$ cat config.mk
export PLATFORM = sky130hd
export DESIGN_NAME = bbq_corner
export DESIGN_NICKNAME = d
export VERILOG_FILES = /design/src/rtl/bbq_pkg.sv /design/src/rtl/bbq_corner.sv
export SDC_FILE = /design/constraint.sdc
export NUM_CORES = 2
export LEC_CHECK = 0
export ABC_CLOCK_PERIOD_IN_PS = 30100
export BUFFER_PORTS_ARGS = -buffer_cell sky130_fd_sc_hd__buf_2
export CAP_MARGIN = 10
export CORE_MARGIN = 5
export CORE_UTILIZATION = 58
export CTS_BUF_LIST = sky130_fd_sc_hd__clkbuf_2 sky130_fd_sc_hd__clkbuf_4 sky130_fd_sc_hd__clkbuf_8
export CTS_CLUSTER_DIAMETER = 50
export DETAILED_ROUTE_END_ITERATION = 16
export PLACE_DENSITY = 0.74
export SETUP_SLACK_MARGIN = 0.5
export SLEW_MARGIN = 15
export SYNTH_ARGS = -nofsm -noshare
export SYNTH_HDL_FRONTEND = slang
export SYNTH_SLANG_ARGS = --single-unit
$ cat constraint.sdc
create_clock -name clk -period 30.1 [get_ports clk]
set_clock_uncertainty 0.05 [all_clocks]
set_input_delay 6.02 -clock clk [delete_from_list [all_inputs] [get_ports clk]]
set_output_delay 6.02 -clock clk [all_outputs]
set_load 0.02 [all_outputs]
$ cat src/rtl/bbq_pkg.sv
`default_nettype none
package bbq_pkg;

  // fixed point format of positions, vectors and sizes
  localparam int FRAC_BITS    = 16;
  // output positions are scaled by 2^OUT_MUL_BITS (x64)
  localparam int OUT_MUL_BITS = 6;
  localparam int OUT_SHIFT    = FRAC_BITS - OUT_MUL_BITS;

  localparam int COORD_W  = 32;
  localparam int SIZE_W   = 31;
  localparam int COLOUR_W = 32;
  localparam int OUT_W    = 16;
  localparam int TEX_W    = 11;
  localparam int IDX_W    = 4;
  localparam int VCNT_W   = 3;

  // half size: scale * size, then floor shift and clamp
  localparam int SIZE_PROD_W = COORD_W + SIZE_W;
  localparam int HALF_SHIFT  = FRAC_BITS + 1;
  localparam int HALF_W      = 31;
  // extent: half size * |vector component|
  localparam int EXT_PROD_W  = HALF_W + COORD_W;
  localparam int EXT_W       = EXT_PROD_W - FRAC_BITS + 1;
  // corner position: centre +- a +- b
  localparam int POS_W       = EXT_W + 2;

  localparam logic [TEX_W-1:0]  TEX_ONE   = TEX_W'(1024);
  localparam logic [VCNT_W-1:0] LAST_QUAD = VCNT_W'(3);
  localparam logic [VCNT_W-1:0] LAST_TRI  = VCNT_W'(5);

  // configuration register indexes
  typedef enum logic [IDX_W-1:0] {
    REG_RIGHT_X   = 4'd0,
    REG_RIGHT_Y   = 4'd1,
    REG_RIGHT_Z   = 4'd2,
    REG_UP_X      = 4'd3,
    REG_UP_Y      = 4'd4,
    REG_UP_Z      = 4'd5,
    REG_SIZE_SCALE = 4'd6,
    REG_QUAD_MODE = 4'd7
  } reg_idx_t;

  typedef logic signed [COORD_W-1:0] coord_t;
  typedef logic signed [EXT_W-1:0]   ext_t;
  typedef logic signed [OUT_W-1:0]   vout_t;

  typedef struct packed {
    coord_t [2:0]         right;
    coord_t [2:0]         up;
    logic [COORD_W-1:0]   scale;
    logic                 quad_mode;
  } cfg_t;

  // per sprite payload carried down the pipeline
  typedef struct packed {
    coord_t [2:0]         ctr;
    logic [COLOUR_W-1:0]  colour;
    logic                 last;
  } sprite_t;

  typedef struct packed {
    sprite_t      spr;
    ext_t [2:0]   a;
    ext_t [2:0]   b;
  } extent_t;

  // four corners, three components each, already in output format
  typedef struct packed {
    sprite_t           spr;
    vout_t [3:0][2:0]  pos;
  } quad_t;

  typedef struct packed {
    vout_t                x;
    vout_t                y;
    vout_t                z;
    logic [TEX_W-1:0]     tex_s;
    logic [TEX_W-1:0]     tex_t;
    logic [COLOUR_W-1:0]  colour;
    logic [1:0]           corner;
    logic                 sprite_done;
    logic                 batch_done;
  } vert_t;

  // triangle list order: 0,1,2,0,2,3
  function automatic logic [1:0] tri_corner(input logic [VCNT_W-1:0] k);
    logic [1:0] cn;
    unique case (k)
      3'd0:    cn = 2'd0;
      3'd1:    cn = 2'd1;
      3'd2:    cn = 2'd2;
      3'd3:    cn = 2'd0;
      3'd4:    cn = 2'd2;
      3'd5:    cn = 2'd3;
      default: cn = 2'd0;
    endcase
    return cn;
  endfunction

endpackage
`default_nettype wire

$ cat src/rtl/bbq_corner.sv
`default_nettype none
// Stages 5 and 6: corner positions, then scaling and clamping to 16 bits.
module bbq_corner import bbq_pkg::*; (
  input  wire logic    clk,
  input  wire logic    rst_n,
  input  wire logic    in_valid,
  output logic         in_ready,
  input  wire extent_t in_ext,
  output logic         out_valid,
  input  wire logic    out_ready,
  output quad_t        out_quad
);

  typedef logic signed [POS_W-1:0] pos_t;

  // p * 64 / 2^FRAC_BITS toward zero, saturated
  function automatic vout_t to_out(input pos_t p);
    logic [POS_W-1:0] m;
    logic [POS_W-1:0] r;
    m = p[POS_W-1] ? -p : p;
    r = m >> OUT_SHIFT;
    if (p[POS_W-1]) begin
      if (r > POS_W'(2 ** (OUT_W - 1))) return vout_t'({1'b1, {(OUT_W-1){1'b0}}});
      return vout_t'(-r[OUT_W-1:0]);
    end
    if (r > POS_W'(2 ** (OUT_W - 1) - 1)) return vout_t'({1'b0, {(OUT_W-1){1'b1}}});
    return vout_t'(r[OUT_W-1:0]);
  endfunction

  logic v5_r, v6_r;
  logic rdy5, rdy6;

  sprite_t spr5_r;
  pos_t    pos_r [4][3];
  pos_t    cw [3];
  pos_t    aw [3];
  pos_t    bw [3];
  quad_t   quad_r;

  assign rdy6     = !v6_r || out_ready;
  assign rdy5     = !v5_r || rdy6;
  assign in_ready = rdy5;

  always_ff @(posedge clk) begin
    if (!rst_n) begin
      v5_r <= 1'b0;
      v6_r <= 1'b0;
    end else begin
      if (rdy5) v5_r <= in_valid;
      if (rdy6) v6_r <= v5_r;
    end
  end

  // sign extension of the terms
  always_comb begin
    for (int c = 0; c < 3; c++) begin
      cw[c] = POS_W'($signed(in_ext.spr.ctr[c]));
      aw[c] = POS_W'($signed(in_ext.a[c]));
      bw[c] = POS_W'($signed(in_ext.b[c]));
    end
  end

  // stage 5: corners in order +a+b, -a+b, -a-b, +a-b
  always_ff @(posedge clk) begin
    if (rdy5) begin
      spr5_r <= in_ext.spr;
      for (int c = 0; c < 3; c++) begin
        pos_r[0][c] <= cw[c] + aw[c] + bw[c];
        pos_r[1][c] <= cw[c] - aw[c] + bw[c];
        pos_r[2][c] <= cw[c] - aw[c] - bw[c];
        pos_r[3][c] <= cw[c] + aw[c] - bw[c];
      end
    end
  end

  // stage 6: output format
  always_ff @(posedge clk) begin
    if (rdy6) begin
      quad_r.spr <= spr5_r;
      for (int k = 0; k < 4; k++) begin
        for (int c = 0; c < 3; c++) begin
          quad_r.pos[k][c] <= to_out(pos_r[k][c]);
        end
      end
    end
  end

  assign out_valid = v6_r;
  assign out_quad  = quad_r;

endmodule
`default_nettype wire

== After elaboration in Yosys (flattened, before gate mapping) ==
Memory sizes are Yosys's and may differ from the RTL's.
Cells that the tools add are included.

* Word-level logic and storage cells: 277
* Register bits: 452
* Memories: 1
* Memory bits (writable): 600

* Add/sub/neg operators: 42
* Magnitude comparators: 24
* Reductions and logical operators: 4
* Mux-type cells: 182

{| class="wikitable"
|+ Memories
! memory !! words !! bits a word !! read ports !! clocked after memory_dff !! write ports !! RTL line !! text
|-
| pos_r || 4 || 150 || 4 || 0 || 4 || bbq_corner.sv:34 || <nowiki>pos_t pos_r [4][3];</nowiki>
|}

{| class="wikitable"
|+ Operators with widths
! kind !! count
|-
| 2-to-1 mux 16 bit || 72
|-
| 2-to-1 mux 50 bit || 12
|-
| negation 50 bit || 12
|-
| greater-than comparator 40 x 15 -> 1 bit, second input constant || 12
|-
| greater-than comparator 40 x 16 -> 1 bit, second input constant || 12
|-
| adder 49 x 48 -> 50 bit || 6
|-
| subtractor 49 x 48 -> 50 bit || 6
|-
| negation 16 bit || 12
|-
| adder 32 x 48 -> 49 bit || 3
|-
| subtractor 32 x 48 -> 49 bit || 3
|-
| 2-to-1 mux 1 bit || 98
|-
| logical NOT 1 bit || 2
|-
| logical OR 1 bit || 2
|}

== Logic depth before layout (Yosys ltp) ==
An unclocked memory read counts as a cell.

* Depth in word-level cells: 12
* Gate-level depth with buffers: 27
* Mapped depth without buffers: 26

== Worst setup path before layout ==
Ideal clock, no wire load.

* Path type: input -> output
* From: input port out_ready
* To: output port in_ready
* Slack: 2.745 ns
* Cell stages on the path: 2
* Data required time: 24.030 ns
* Arrival time: 21.285 ns
* Path through: nor2b_1 > nand2_1

* Word-level cells in the longest chain between the ends: 2

{| class="wikitable"
|+ RTL lines
! item !! RTL line !! text
|-
| from (decl) || bbq_corner.sv:10 || <nowiki>input wire logic out_ready,</nowiki>
|-
| logical OR 1 bit || bbq_corner.sv:40 || <nowiki>assign rdy6 = !v6_r || out_ready;</nowiki>
|-
| logical OR 1 bit || bbq_corner.sv:41 || <nowiki>assign rdy5 = !v5_r || rdy6;</nowiki>
|-
| to (decl) || bbq_corner.sv:7 || <nowiki>output logic in_ready,</nowiki>
|}

No other way between the ends.

== Final worst setup path ==
Ends and elaborated chain as after synthesis.

==> results.md <==
- Of the available clock period, the critical path in the final layout requires approximately 45%.
- For this run the aggregate overflow at the end of global routing stands at 0.
- The internal power summed over all cells is 4.63 mW.
- The total number of H-tree levels is 4.
- The nature of the critical path startpoint is an input port.
- The clock period minus worst slack is between 10 and 15 ns.
- The synthesized design contains approximately 1000 register bits.
- Across all hold checks on the routed design, the worst slack comes to 0.353 ns.
- sky130_fd_sc_hd__nor2_1 is the most common cell in the netlist.
- After the first detailed-routing iteration, the DRC count stood at 10800.
- At the end of routability-driven placement, the weighted congestion stood at 1.04.
- The clock sink total is 1046.
- The startpoint identified for the worst register-to-register timing path is pos_r[3][0].
- The power share of the combinational group is 46.4%.
- The final max-slew violation count is 0.
- The number of antenna violations at the first check in global routing is between 50 and 60.
- The share of the core filled with cells is a little under two thirds.
- The Yosys step of the flow raised 0 warnings.
- The share of total power dissipated in the clock network is 17.7%.
- The synthesized netlist occupies a cell area of a little under 100000 µm².
- The row count is 150.
- Summed over all nets, the switching power comes to approximately 3.9 mW.
- The mean instance size in the synthesized netlist is 8.51 µm².
- TritonCTS built the clock tree.
- The normalized max-slew margin is 8.11%.
- The design draws between 8 and 9 mW.
- The die covers between 150000 and 200000 µm².
- The actual slew at the worst max-slew pin is 1.34 ns.
- The final layout contains routed wiring with a total length of 346 mm.
- The die height is 418 µm.
- The initial core utilization is just under 60%.
- The maximum ir drop on the vdd rail is 0.0540 mV.
- Summing all multi-input logic gate instances after layout gives around 60000 µm².
- The final hold violation count was 0.
- In this run the most critical hold path is launched from spr5_r[85].
- The number of resized instances in the post-cts repair step is 0.
- Adding up every negative setup slack in the final design gives 0 ns.
- After detailed routing, the average wire length per cell comes to approximately 24 µm.
- Compared with the post-synthesis result, the final layout area differs by 9.69%.
- The core area is 166000 µm².
- The share of layout cells above drive strength 1 is a little over a tenth.
- The detailed placement HPWL is 275 mm.
- Counting instances in the post-synthesis netlist gives the leading cell types as 1298 x sky130_fd_sc_hd__nor2_1, 1154 x sky130_fd_sc_hd__a21oi_1, 1044 x sky130_fd_sc_hd__edfxtp_1.
- Counting flops with a built-in enable in the synthesized netlist gives 1044.
- The first-pass GRT wire length is just over 500 mm.
- The longest clock path from root to sink contains 3 buffers.
- The synthesized netlist contains 96 unique library cells.
- STA puts the critical path data required time at 24.03 ns.
- Data on the critical path arrives at its endpoint at 7.35 ns.
- The worst register-to-register path has a setup slack of 24.06 ns.
- Clock-pin slew was measured on the worst setup and hold paths at 0.06 ns.
- Sorting the synthesized cells by area gives the leading types as sky130_fd_sc_hd__edfxtp_1 32%, sky130_fd_sc_hd__ha_1 12%, sky130_fd_sc_hd__xnor2_1 6.5%.
- The DRC violations left is 0.
- The critical path start-end classification is input port to output port.
- The floorplan step set the die width to around 420 µm.
- The synthesized net count is 12700.
- The via count of the routed design is between 90000 and 100k.
- The class of the most critical hold timing path is flip-flop to flip-flop.
- The number of buffers inserted by hold repair at cts is 0.
- The post-route antenna net violation count is 0.
- The fraction of synthesized cell area taken by the top area cell type is 32.4%.
- The number of global-route vias before repair was 86900.
- The post-CTS setup buffer count is 0.
- The sequential fraction of design power is between 30% and 40%.
- The gate count after technology mapping is 11400.
- The number of input and output port buffers inserted is 743.
- Global routing used between 30% and 40% of the available tracks.
- The number of failing setup endpoints in the final timing report is 0.
- Using the TritonRoute via totals, the vias-per-cell ratio works out to ~6.5.
- The nature of the critical path endpoint is an output port.
- TritonCTS created roughly 190 clock buffers.
- In this run the static leakage power is 42.9 nW.
- At the end of the flow, the number of nets in the layout was 13200.
- After filler insertion, the fill cell instance count of the layout stands at about 14000.
- The max capacitance violation total is 0.
- The first detailed-routing pass ran for 9 iterations.
- The highest achievable clock rate is 74.5 MHz.
- The pin count of the biggest net entering global routing is 160.
- Along the worst path, the maximum fanout reaches 4.
- The fraction of registers with async set or reset after synthesis is 0%.
- Of the synthesized area, sequential elements account for 32.4%.
- The tree is rooted in a sky130_fd_sc_hd__clkbuf_8.
- Tracing the worst setup path back leads to its startpoint at out_ready.
- The run finished with clean final reports.
- Setup repair after global routing left no endpoint under its margin.
- Of all cell types, the one taking the most synthesized area is sky130_fd_sc_hd__edfxtp_1.
- Power spread over the standard cell area amounts to between 80 and 90 nW/µm².
- The sequential cell area in the final layout is 31400 µm².
- In this run switching power makes up 45.9% of total power.
- The dominant register cell in the synthesized netlist is sky130_fd_sc_hd__edfxtp_1.
- The boundary pin count is 744.
- Clock latency on the worst-skew pair, taken at its later pin, is about 1 ns.
[registers in the layout, indices dropped and copies added, names as in the netlist]
signal,flops
spr5_r,129
out_quad,321
v5_r,1
pos_r,594
out_valid,1
[final cells by class]
class,instances,share of cell area (%)
multi-input combinational,8968,56.8
sequential,1046,29.6
timing repair buffer,799,3.94
inverter,862,3.06
clock buffer,240,2.84
tap,2204,2.60
clock inverter,109,1.08
antenna,43,0.101
[metrics by stage]
step | instance area (µm²) | setup slack [ns] | instances
2_1_floorplan | 96800 | 2.74 | 11400
3_3_place_gp | 102000 | 16.71 | 13900
3_5_place_dp | 102000 | 16.68 | 13900
4_1_cts | 106000 | 16.67 | 14200
5_1_grt | 106000 | 16.63 | 14300
6_report | 106000 | 16.68 | 14300
[per-layer routing]
layer / track usage [%] / part of all wire (%) / wire, µm
met5: 0 / 0.042 / 144
met4: 21.9 / 6.6 / 22700
met3: 6.67 / 8.9 / 30900
met2: 59.4 / 45 / 155000
met1: 48.8 / 40 / 137000
[cell usage in the layout (no fill, tap or decap), types with 89 or more instances in the layout]
cell | synthesis | routed
sky130_fd_sc_hd__nor2_1 | 1298 | 1298
sky130_fd_sc_hd__a21oi_1 | 1154 | 1154
sky130_fd_sc_hd__edfxtp_1 | 1044 | 1044
sky130_fd_sc_hd__ha_1 | 900 | 900
sky130_fd_sc_hd__inv_1 | 839 | 838
sky130_fd_sc_hd__buf_2 | 10 | 743
sky130_fd_sc_hd__xnor2_1 | 717 | 717
sky130_fd_sc_hd__nand2_1 | 582 | 581
sky130_fd_sc_hd__o21ai_0 | 523 | 523
sky130_fd_sc_hd__nor3_1 | 372 | 372
sky130_fd_sc_hd__o21bai_1 | 261 | 260
sky130_fd_sc_hd__nand3_1 | 238 | 238
sky130_fd_sc_hd__nor4_1 | 225 | 221
sky130_fd_sc_hd__xor2_1 | 221 | 221
sky130_fd_sc_hd__clkbuf_8 | 0 | 194
sky130_fd_sc_hd__a21o_1 | 176 | 176
sky130_fd_sc_hd__nand2b_1 | 156 | 156
sky130_fd_sc_hd__nand4_1 | 134 | 134
sky130_fd_sc_hd__o22ai_1 | 131 | 131
sky130_fd_sc_hd__or3_1 | 123 | 123
sky130_fd_sc_hd__a31oi_1 | 117 | 117
sky130_fd_sc_hd__a211oi_1 | 113 | 113
sky130_fd_sc_hd__nor2b_1 | 112 | 112
sky130_fd_sc_hd__o31ai_1 | 110 | 110
sky130_fd_sc_hd__o21a_1 | 90 | 90
sky130_fd_sc_hd__mux2i_1 | 90 | 90
sky130_fd_sc_hd__and3_1 | 89 | 89
[critical path, cell delays in order]
cell and delay (ns):
sky130_fd_sc_hd__buf_2 0.10, sky130_fd_sc_hd__nor2b_1 0.55, sky130_fd_sc_hd__nand2_4 0.33, sky130_fd_sc_hd__buf_2 0.32
[cells by family after synthesis]
| group | count (synthesis) | synth area share [%] |
|---|---|---|
| buffers and inverters | 1358 | 5.29 |
| xor gates and xnor gates | 938 | 8.49 |
| adders and majority gates | 918 | 12.0 |
| AOI/OAI and AO/OA | 3322 | 22.0 |
| muxes | 107 | 1.13 |
| and+or+nand+nor | 3683 | 18.7 |
| DFF | 1046 | 32.4 |
[power groups by stage]
stage               Combinational [mW]  Clock, mW  Sequential (mW)
finish                            3.97       1.52             3.07
global route                      4.27       1.60             3.12
CTS                               3.88       1.53             3.03
detailed placement                3.85          0             3.05
global placement                  3.78          0             3.04
floorplan                         2.73          0             2.83
[path summary, 6_finish.rpt]
check / endpoint / cells past startpoint
worst max-delay path: in_ready / 4
worst max register to register: out_quad[46] / 11
worst min register to register: out_quad[277] / 0
worst min-delay path: out_quad[277] / 0
Power figures use the tool's default switching activity.
