[src/rtl/bbq_pkg.sv]
`default_nettype none
package bbq_pkg;

  // fixed point format of positions, vectors and sizes
  localparam int FRAC_BITS    = 16;
  // output positions are scaled by 2^OUT_MUL_BITS (x64)
  localparam int OUT_MUL_BITS = 6;
  localparam int OUT_SHIFT    = FRAC_BITS - OUT_MUL_BITS;

  localparam int COORD_W  = 32;
  localparam int SIZE_W   = 31;
  localparam int COLOUR_W = 32;
  localparam int OUT_W    = 16;
  localparam int TEX_W    = 11;
  localparam int IDX_W    = 4;
  localparam int VCNT_W   = 3;

  // half size: scale * size, then floor shift and clamp
  localparam int SIZE_PROD_W = COORD_W + SIZE_W;
  localparam int HALF_SHIFT  = FRAC_BITS + 1;
  localparam int HALF_W      = 31;
  // extent: half size * |vector component|
  localparam int EXT_PROD_W  = HALF_W + COORD_W;
  localparam int EXT_W       = EXT_PROD_W - FRAC_BITS + 1;
  // corner position: centre +- a +- b
  localparam int POS_W       = EXT_W + 2;

  localparam logic [TEX_W-1:0]  TEX_ONE   = TEX_W'(1024);
  localparam logic [VCNT_W-1:0] LAST_QUAD = VCNT_W'(3);
  localparam logic [VCNT_W-1:0] LAST_TRI  = VCNT_W'(5);

  // configuration register indexes
  typedef enum logic [IDX_W-1:0] {
    REG_RIGHT_X   = 4'd0,
    REG_RIGHT_Y   = 4'd1,
    REG_RIGHT_Z   = 4'd2,
    REG_UP_X      = 4'd3,
    REG_UP_Y      = 4'd4,
    REG_UP_Z      = 4'd5,
    REG_SIZE_SCALE = 4'd6,
    REG_QUAD_MODE = 4'd7
  } reg_idx_t;

  typedef logic signed [COORD_W-1:0] coord_t;
  typedef logic signed [EXT_W-1:0]   ext_t;
  typedef logic signed [OUT_W-1:0]   vout_t;

  typedef struct packed {
    coord_t [2:0]         right;
    coord_t [2:0]         up;
    logic [COORD_W-1:0]   scale;
    logic                 quad_mode;
  } cfg_t;

  // per sprite payload carried down the pipeline
  typedef struct packed {
    coord_t [2:0]         ctr;
    logic [COLOUR_W-1:0]  colour;
    logic                 last;
  } sprite_t;

  typedef struct packed {
    sprite_t      spr;
    ext_t [2:0]   a;
    ext_t [2:0]   b;
  } extent_t;

  // four corners, three components each, already in output format
  typedef struct packed {
    sprite_t           spr;
    vout_t [3:0][2:0]  pos;
  } quad_t;

  typedef struct packed {
    vout_t                x;
    vout_t                y;
    vout_t                z;
    logic [TEX_W-1:0]     tex_s;
    logic [TEX_W-1:0]     tex_t;
    logic [COLOUR_W-1:0]  colour;
    logic [1:0]           corner;
    logic                 sprite_done;
    logic                 batch_done;
  } vert_t;

  // triangle list order: 0,1,2,0,2,3
  function automatic logic [1:0] tri_corner(input logic [VCNT_W-1:0] k);
    logic [1:0] cn;
    unique case (k)
      3'd0:    cn = 2'd0;
      3'd1:    cn = 2'd1;
      3'd2:    cn = 2'd2;
      3'd3:    cn = 2'd0;
      3'd4:    cn = 2'd2;
      3'd5:    cn = 2'd3;
      default: cn = 2'd0;
    endcase
    return cn;
  endfunction

endpackage
`default_nettype wire

[src/rtl/bbq_emit.sv]
`default_nettype none
// Vertex sequencer: holds one finished quad and sends one vertex per cycle.
module bbq_emit import bbq_pkg::*; (
  input  wire logic  clk,
  input  wire logic  rst_n,
  input  wire logic  quad_mode,
  input  wire logic  in_valid,
  output logic       in_ready,
  input  wire quad_t in_quad,
  output logic       out_valid,
  output vert_t      out_vert
);

  logic              em_valid_r, em_valid_nxt;
  logic [VCNT_W-1:0] em_cnt_r, em_cnt_nxt;
  logic              em_quad_r;
  quad_t             em_data_r;

  logic       em_final;
  logic       load;
  logic [1:0] cn;

  assign em_final = em_cnt_r == (em_quad_r ? LAST_QUAD : LAST_TRI);
  // a new quad may be taken during the final vertex of the current one
  assign in_ready = !em_valid_r || em_final;
  assign load     = in_valid && in_ready;

  always_comb begin
    em_valid_nxt = em_valid_r;
    em_cnt_nxt   = em_cnt_r;
    if (load) begin
      em_valid_nxt = 1'b1;
      em_cnt_nxt   = '0;
    end else if (em_valid_r) begin
      if (em_final) begin
        em_valid_nxt = 1'b0;
      end else begin
        em_cnt_nxt = em_cnt_r + VCNT_W'(1);
      end
    end
  end

  always_ff @(posedge clk) begin
    if (!rst_n) begin
      em_valid_r <= 1'b0;
      em_cnt_r   <= '0;
    end else begin
      em_valid_r <= em_valid_nxt;
      em_cnt_r   <= em_cnt_nxt;
    end
  end

  always_ff @(posedge clk) begin
    if (load) begin
      em_data_r <= in_quad;
      em_quad_r <= quad_mode;
    end
  end

  // corner selection and per-vertex fields
  assign cn = em_quad_r ? em_cnt_r[1:0] : tri_corner(em_cnt_r);

  always_comb begin
    out_vert.x           = em_data_r.pos[cn][0];
    out_vert.y           = em_data_r.pos[cn][1];
    out_vert.z           = em_data_r.pos[cn][2];
    out_vert.tex_s       = (cn == 2'd0 || cn == 2'd3) ? TEX_ONE : '0;
    out_vert.tex_t       = cn[1] ? TEX_ONE : '0;
    out_vert.colour      = em_data_r.spr.colour;
    out_vert.corner      = cn;
    out_vert.sprite_done = em_final;
    out_vert.batch_done  = em_final && em_data_r.spr.last;
  end

  assign out_valid = em_valid_r;

endmodule
`default_nettype wire

[config.mk]
export PLATFORM = sky130hd
export DESIGN_NAME = bbq_emit
export DESIGN_NICKNAME = d
export VERILOG_FILES = /design/src/rtl/bbq_pkg.sv /design/src/rtl/bbq_emit.sv
export SDC_FILE = /design/constraint.sdc
export NUM_CORES = 1
export LEC_CHECK = 0
export BUFFER_PORTS_ARGS = -buffer_cell sky130_fd_sc_hd__buf_2
export CAP_MARGIN = 10
export CORE_AREA = 2 2 168 170
export CTS_BUF_LIST = sky130_fd_sc_hd__clkbuf_4
export CTS_CLUSTER_DIAMETER = 80
export DETAILED_ROUTE_END_ITERATION = 8
export DIE_AREA = 0 0 170 172
export PLACE_DENSITY = 0.58
export SLEW_MARGIN = 20
export SYNTH_ARGS = -nofsm -noshare
export SYNTH_HDL_FRONTEND = slang
export SYNTH_SLANG_ARGS = --single-unit
[constraint.sdc]
create_clock -name clk -period 9.8 [get_ports clk]
set_clock_uncertainty 0.15 [all_clocks]
set_input_delay 1.96 -clock clk [delete_from_list [all_inputs] [get_ports clk]]
set_output_delay 1.96 -clock clk [all_outputs]
set_load 0.005 [all_outputs]
==> Word level (Yosys, flattened, before mapping) <==
Cells that the tools add are included.
{ "op_classes": {"n_addsub": 1, "order_cmp": 1, "eq_ne": 6, "mux": 10, "bitwise_logic": 2, "n_reduce_logical": 9} }
{ "op_table": {"columns": ["op", "n"], "rows": [
  ["$bmux W48 S2", 1],
  ["$mux W48", 1],
  ["$mux W11", 2],
  ["$eq A3 B3 Y1 const B", 2],
  ["$pmux W2 S3", 1],
  ["$reduce_or A2 Y1", 2],
  ["$add A3 B1 Y3 const B", 1],
  ["$eq A3 B1 Y1 const B", 1],
  ["$eq A3 B2 Y1 const B", 1],
  ["$eq A3 B3 Y1", 1],
  ["$lt A2 B3 Y1 const B", 1],
  ["$mux W1", 3],
  ["$mux W3", 1],
  ["$eq A2 B2 Y1 const B", 1],
  ["$logic_and A1 B1 Y1", 2],
  ["$logic_not A2 Y1", 1],
  ["$logic_or A1 B1 Y1", 2],
  ["$mux W2", 1],
  ["$not A1 Y1", 2],
  ["$reduce_and A2 Y1", 1],
  ["$logic_not A1 Y1", 1]
]} }
{ "totals": {"regBits": 230, "inputBits": 325, "output_inout_bits": 108, "word_cells": 46} }

==> Longest topological paths before layout <==
Gate-level depths: netlist (run 1).
{ "logic_depth": {"ltp_word": 7, "ltp_mapped": 9} }

==> Worst setup path before layout (run 1) <==
Ideal clock, no wire load.
{ "synth_timing": {"path_kind": "input -> register", "from": "in in_valid", "to": "reg em_data_r[0] (netlist bit) (enable)", "t_arrival_ps": 7077, "setup_slack_ps": 1960, "stages": 1, "path_buffers": 0, "cell_sequence": "and2_1"} }
{ "synth_between": {"elab_chain_len": 1} }
{ "synth_rtl": {"columns": ["item", "line", "source"], "rows": [
  ["from (decl)", "bbq_emit.sv:7", "input wire logic in_valid,"],
  ["$logic_and A1 B1 Y1", "bbq_emit.sv:26", "assign load = in_valid && in_ready;"],
  ["to (signal assigned)", "bbq_emit.sv:55", "em_data_r <= in_quad;"],
  ["to (decl)", "bbq_emit.sv:17", "quad_t em_data_r;"]
]} }
Every way passes these cells.
A chain may end at the register's enable or synchronous reset.

==> flow_summary_export.csv, run 1 <==
group,metric,value,unit
clock_network,clock_latency,0.63,ns
synthesis,yosysWarningCount,0,
power,power.leakage,0.004895,uW
global_route,antenna_found_initial,9,
timing,finalSetupViolations,0,
clock_network,cts_tree,"yes",
clock_network,cts_setup_buffers,0,
detailed_routing,met3_length,1978,um
global_route,grt_max_degree,79,
synthesis,synth-edff-count,226,
global_route,grt_pass1_wl,32670,um
clock_network,clkTransAtPathRegs,0.06,ns
placement,port_buffers,316,
synthesis,synth_top_flop_cell,"edfxtp_1",
timing,rsz0062_at_grt,"no",
critical_path,slowest_stage,"clkinv_2",
timing,setup_tns,0,ns
timing,period_needed,6.090,ns
global_route,gr-usage-all-layers,0.1474,
floorplan,io-pin-count,433,
timing,tightest_slew,0.9967,ns
timing,fmax,164.2,MHz
global_route,grt-ovfl-total,0,
synthesis,synth_area,9117,um^2
timing,hold_viol,0,
run_status,status,"finished, final reports clean",
synthesis,synthArstFlopShare,0,
global_route,grt_pass1_vias,6074,
placement,pre_cts_slack,4.260,ns
synthesis,synth.area.top_cells,"edfxtp_1 (74%), a311o_1 (5.3%), buf_4 (4.5%), nand2_1 (4.0%), and3_1 (3.3%)",
synthesis,synth_common_cells,"edfxtp_1 (226), nand2_1 (97), buf_4 (55)",
critical_path,max_stage_delay,0.61,ns
timing,fin_ws,3.710,ns
clock_network,cts_hold_buffers,0,
final_layout,syn_to_final_growth,27.05,%
clock_network,cts_resized,0,
critical_path,critPathArrivalTime,3.98,ns
synthesis,synth-seq-cells,230,
critical_path,worstSetupPathType,"flop to output pin",
synthesis,synth_top_area_share,0.7443,
detailed_routing,vias,6017,
detailed_routing,drtIter0Drc,302,
critical_path,crit_family,"buffers and inverters",
timing,slew_headroom,0.3355,
clock_network,numCtsBuffers,66,
detailed_routing,top_layer_used,"met5",
floorplan,die_y,172,um
detailed_routing,vias_per_cell,4.569,
synthesis,synth_cells,595,
clock_network,cts.htree.levels,3,
critical_path,cp_max_fo,61,
floorplan,initial_core_util,0.3318,
detailed_routing,wl_met1,8889,um
floorplan,design.core.area,27480,um^2
synthesis,ys_seq_area_frac,0.7531,
placement,dpl.hpwl,14400,um
critical_path,endpoint_kind,"output pin",
clock_network,clockBufferDepth,3,
worst_hold_path,hold_path_class,"flop to flop",
floorplan,dieArea,29240,um^2
timing,timing.final.crit_share,0.6214,
detailed_routing,dr_wl_met2,11090,um
critical_path,cpMostUsedCell,"buf_4",
power,powerDensity,197.5,nW/um^2
detailed_routing,wirelength,22400,um
critical_path,cp-start-kind,"flop",
synthesis,syn_area_per_cell,15.32,um^2
critical_path,worst_ep_required_time,7.69,ns
clock_network,cts_sinks,230,
final_layout,layout-drive-gt1-share,0.4548,
detailed_routing,drt-wirelength-per-cell,17.01,um
final_layout,layout.nets,1246,
placement,place.gp.congestion,0.7695,
timing,final_max_slew_viol_count,0,
critical_path,worst-path-buf-inv,5,
synthesis,yosysMostFrequentCell,"edfxtp_1",
detailed_routing,drcViolationCount,0,
synthesis,ys_types,31,
clock_network,cts_root_buf,"clkbuf_4",
floorplan,core.rowCount,61,
detailed_routing,dr.pass1.iters,4,
critical_path,path_cells,"inv_1 > ha_1 > mux2i_4 > buf_4 > clkinv_2 > buf_4 > and3_1 > a311o_1 > buf_2",
flow_run,cap_violations,0,
synthesis,synth_top_cell_by_area,"edfxtp_1",
detailed_routing,ant_nets,0,
power,ir_worst_vdd,95.56,uV
floorplan,die_w,170,um
layout by cell type, fill, tap and decap left out, drive strengths merged, types with 3 or more instances in the layout:
cell type,instances
clkbuf,99
inv,6
edfxtp,226
nand2,97
and3,48
clkinv,13
ha,5
a21oi,48
buf,324
a311o,48
diode,8
conb,20
dfxtp,4
nor3b,3
and2,3
flip-flops by register name, indices dropped and copies added, names as in the netlist:
register / count
em_quad_r: 1
em_cnt_r: 3
out_valid: 1
em_data_r: 193
out_vert: 32
per-stage QoR:
step                      total power [uW]  utilization  area, um^2  hold slack (ns)  instances
after floorplan                       1305            -        9189           0.3774        614
after global placement                1386       0.3883       10670           0.4095       1193
after detailed placement              1391       0.3883       10670           0.4304       1193
after CTS                             2338       0.4201       11540           0.4477       1308
after global routing                  2417       0.4214       11580           0.4869       1315
final                                 2288       0.4216       11580           0.4488       1317
per-layer routing:
metal / up-vias / GRT usage
met2: 250 / 0.2389
met5: - / 0
li1: 2875 / -
met1: 2844 / 0.1733
met4: 2 / 0.06763
met3: 46 / 0.05837
cell families after synthesis:
family / count (synthesis) / synth area share
other: 1 / 0.0004113
AND/OR/NAND/NOR: 157 / 0.08193
AO/OA/AOI/OAI: 104 / 0.08618
buffers and inverters: 96 / 0.06807
flip-flops: 230 / 0.7531
multiplexers: 1 / 0.002470
adder cells (fa/ha/maj): 5 / 0.006862
XOR/XNOR: 1 / 0.0009608
path summary, 6_finish.rpt:
kind                                          startpoint                        to  slack [ns]  cells past startpoint
worst max-delay path            em_cnt_r[1]$_SDFFE_PP0P_              out_vert[94]        3.71                      9
worst max register to register       em_quad_r$_DFFE_PP_  em_data_r[189]$_DFFE_PP_        6.34                      7
worst min register to register  em_cnt_r[1]$_SDFFE_PP0P_  em_cnt_r[1]$_SDFFE_PP0P_        0.45                      2
worst min-delay path            em_cnt_r[1]$_SDFFE_PP0P_  em_cnt_r[1]$_SDFFE_PP0P_        0.45                      2
worst min-delay path, stage by stage (launching register included):
cell and delay, ns:
dfxtp_1 0.37, nand3b_1 0.11, o21ai_0 0.07
report_power, final:
group          switching (uW)  leakage [uW]  internal, uW
combinational             114       0.00219          90.8
sequential               13.8       0.00219          1150
clock                     407      0.000519           516
area by class of cell:
cell class / count / area, um^2
Sequential cell: 230 / 6867
Multi-Input combinational cell: 288 / 1713
Clock inverter: 16 / 130.1
Fill cell: 2628 / 15890
Clock buffer: 99 / 743.2
Antenna cell: 8 / 20.02
Inverter: 6 / 23.77
Tap cell: 346 / 432.9
Timing Repair Buffer: 324 / 1654
Power figures use the tool's default switching activity.
==> inputs of run 2 (changes only) <==
clock period = 5.9 ns   (was 9.8 ns; I/O delays follow)
==> flow_summary_export.csv, run 2 (same netlist as run 1, synthesis figures left out) <==
group,metric,value,unit
timing,timing.final.crit_share,0.7883,
placement,dpl.hpwl,14430,um
critical_path,reg2reg_depth,6,
clock_network,clock_latency,0.64,ns
placement,placed_cells,1193,
detailed_routing,ant_nets,0,
timing,holdWs,0.4281,ns
final_layout,layout.nets,1247,
timing,period_needed,4.651,ns
timing,slew_headroom,0.5449,
critical_path,crit_family,"buffers and inverters",
detailed_routing,vias_per_cell,4.622,
floorplan,core.rowCount,61,
critical_path,slowest_stage,"buf_4",
final_layout,syn_to_final_growth,26.09,%
critical_path,path_cells,"inv_1 > ha_1 > mux2i_4 > buf_4 > buf_4 > nand2_1 > a21oi_1 > a311o_1 > buf_2",
detailed_routing,dr.pass1.iters,4,
timing,final_max_slew_viol_count,0,
placement,pre_cts_slack,1.808,ns
worst_hold_path,hold_path_class,"flop to flop",
critical_path,crit_start,"em_cnt_r[1]$_SDFFE_PP0P_",
floorplan,io-pin-count,433,
detailed_routing,vias,6032,
final_layout,layout.cells.most_common_list,"buf_2 (316), edfxtp_1 (226), nand2_1 (97)",
clock_network,cts_tree,"yes",
timing,rsz0062_at_grt,"no",
floorplan,design.core.area,27480,um^2
detailed_routing,wirelength,22330,um
clock_network,cts_root_buf,"clkbuf_4",
critical_path,cp.depth,9,
critical_path,max_stage_delay,0.57,ns
global_route,grtUsageMet3,0.05814,
timing,tightest_slew,0.6826,ns
clock_network,cts_setup_buffers,0,
global_route,grt_pass1_wl,33000,um
floorplan,dieArea,29240,um^2
global_route,grtUsageMet2,0.2474,
run_status,status,"finished, final reports clean",
clock_network,clockBufferDepth,3,
power,powerDensity,320.2,nW/um^2
critical_path,endpoint_kind,"output pin",
final_layout,layout-drive-gt1-share,0.4492,
clock_network,numCtsBuffers,68,
clock_network,cts_hold_buffers,0,
timing,fin_ws,1.249,ns
detailed_routing,drt-wirelength-per-cell,17.11,um
critical_path,cpMostUsedCell,"buf_4",
global_route,grt_util_met1,0.1715,
timing,finalSetupViolations,0,
critical_path,worst_ep_required_time,4.57,ns
clock_network,cts_sinks,230,
floorplan,die_y,172,um
critical_path,cp-start-kind,"flop",
clock_network,cts.htree.levels,3,
final_layout,largest_register,"em_data_r",
power,power_frac_seq,0.524,
global_route,grt-ovfl-total,0,
power,power.leakage,0.004857,uW
detailed_routing,drtIter0Drc,350,
timing,setup_tns,0,ns
clock_network,clkTransAtPathRegs,0.06,ns
power,swShare,0.2350,
floorplan,die_w,170,um
timing,fmax,215.0,MHz
global_route,grt_max_degree,148,
critical_path,worst-path-buf-inv,4,
critical_path,reg2reg_to,"em_data_r[144]$_DFFE_PP_",
global_route,gr-usage-all-layers,0.1490,
critical_path,regToRegStartpoint,"em_quad_r$_DFFE_PP_",
global_route,grt_busiest_layer,"met2",
detailed_routing,drcViolationCount,0,
floorplan,initial_core_util,0.3318,
power,fin_total_pwr,3681,uW
power,p_sw,865.0,uW
placement,place.gp.congestion,0.7473,
global_route,grt_pass1_vias,6160,
final_layout,final_cells,1305,
critical_path,critPathArrivalTime,3.32,ns
power,power_frac_comb,0.093,
timing,hold_viol,0,
flow_run,cap_violations,0,
power,p_clk_frac,0.383,
power,ir_worst_vdd,170.5,uV
critical_path,r2r_slack,3.34,ns
critical_path,worstSetupPathType,"flop to output pin",
placement,port_buffers,316,
critical_path,cp_max_fo,50,
global_route,antenna_found_initial,5,
final_layout,layout_commonest_cell,"buf_2",
clock_network,cts_resized,0,
power,p_int,2816,uW
final_layout,largest_register_ff_count,193,
critical_path,crit_end,"out_vert[77]",
==> run 2: cell count changes in the layout (fill, tap and decap cells not counted), sizes merged <==
cell	previous run	this run
buf	324	323
bufinv	2	1
clkinv	13	10
inv	6	11
diode	8	4
clkbuf	99	92
clkinvlp	1	0
==> run 2: power by group through the flow <==
| stage | clock [uW] | sequential, uW | combinational, uW |
|---|---|---|---|
| detailed placement | 0 | 1960 | 349 |
| floorplan | 0 | 1960 | 192 |
| global placement | 0 | 1960 | 344 |
| finish | 1410 | 1930 | 343 |
| global route | 1560 | 1940 | 385 |
| CTS | 1470 | 1930 | 350 |
==> run 2: how the worst min path moves through the flow <==
stage	start	end	cells after the start	slack (ns)
3_5_place_dp	out_valid$_SDFF_PN0_	em_cnt_r[1]$_SDFFE_PP0P_	2	0.41
5_1_grt	out_valid$_SDFF_PN0_	em_cnt_r[1]$_SDFFE_PP0P_	2	0.46
4_1_cts	out_valid$_SDFF_PN0_	em_cnt_r[1]$_SDFFE_PP0P_	2	0.42
3_3_place_gp	out_valid$_SDFF_PN0_	em_cnt_r[1]$_SDFFE_PP0P_	2	0.40
2_1_floorplan	out_valid$_SDFF_PN0_	em_cnt_r[1]$_SDFFE_PP0P_	2	0.38
6_report	out_valid$_SDFF_PN0_	em_cnt_r[1]$_SDFFE_PP0P_	2	0.43
==> run 2: tightest hold or removal path: stages (launching register included) <==
cell and delay [ns]:
dfxtp_1 0.36, nand4_1 0.10, o21ai_0 0.06
==> run 2: stage by stage <==
| stage | utilization | cell area, um^2 |
|---|---|---|
| final | 0.4184 | 11500 |
| after global routing | 0.4183 | 11490 |
| after CTS | 0.4180 | 11490 |
| after detailed placement | 0.3897 | 10710 |
| after global placement | 0.3897 | 10710 |
| after floorplan | - | 9190 |
==> run 2: cell type report <==
type,count,area (um^2)
fill,2633,15980
sequential,230,6867
multi-input combinational,288,1713
timing repair buffer,323,1672
clock buffer,92,690.7
tap,346,432.9
clock inverter,16,88.84
inverter,6,22.52
antenna,4,10.01
==> run 2: layer usage <==
metal | vias up | wire length (um)
met1 | 2857 | 8688
li1 | 2870 | -
met2 | 255 | 11230
met4 | 2 | 581
met5 | - | 13
met3 | 48 | 1817
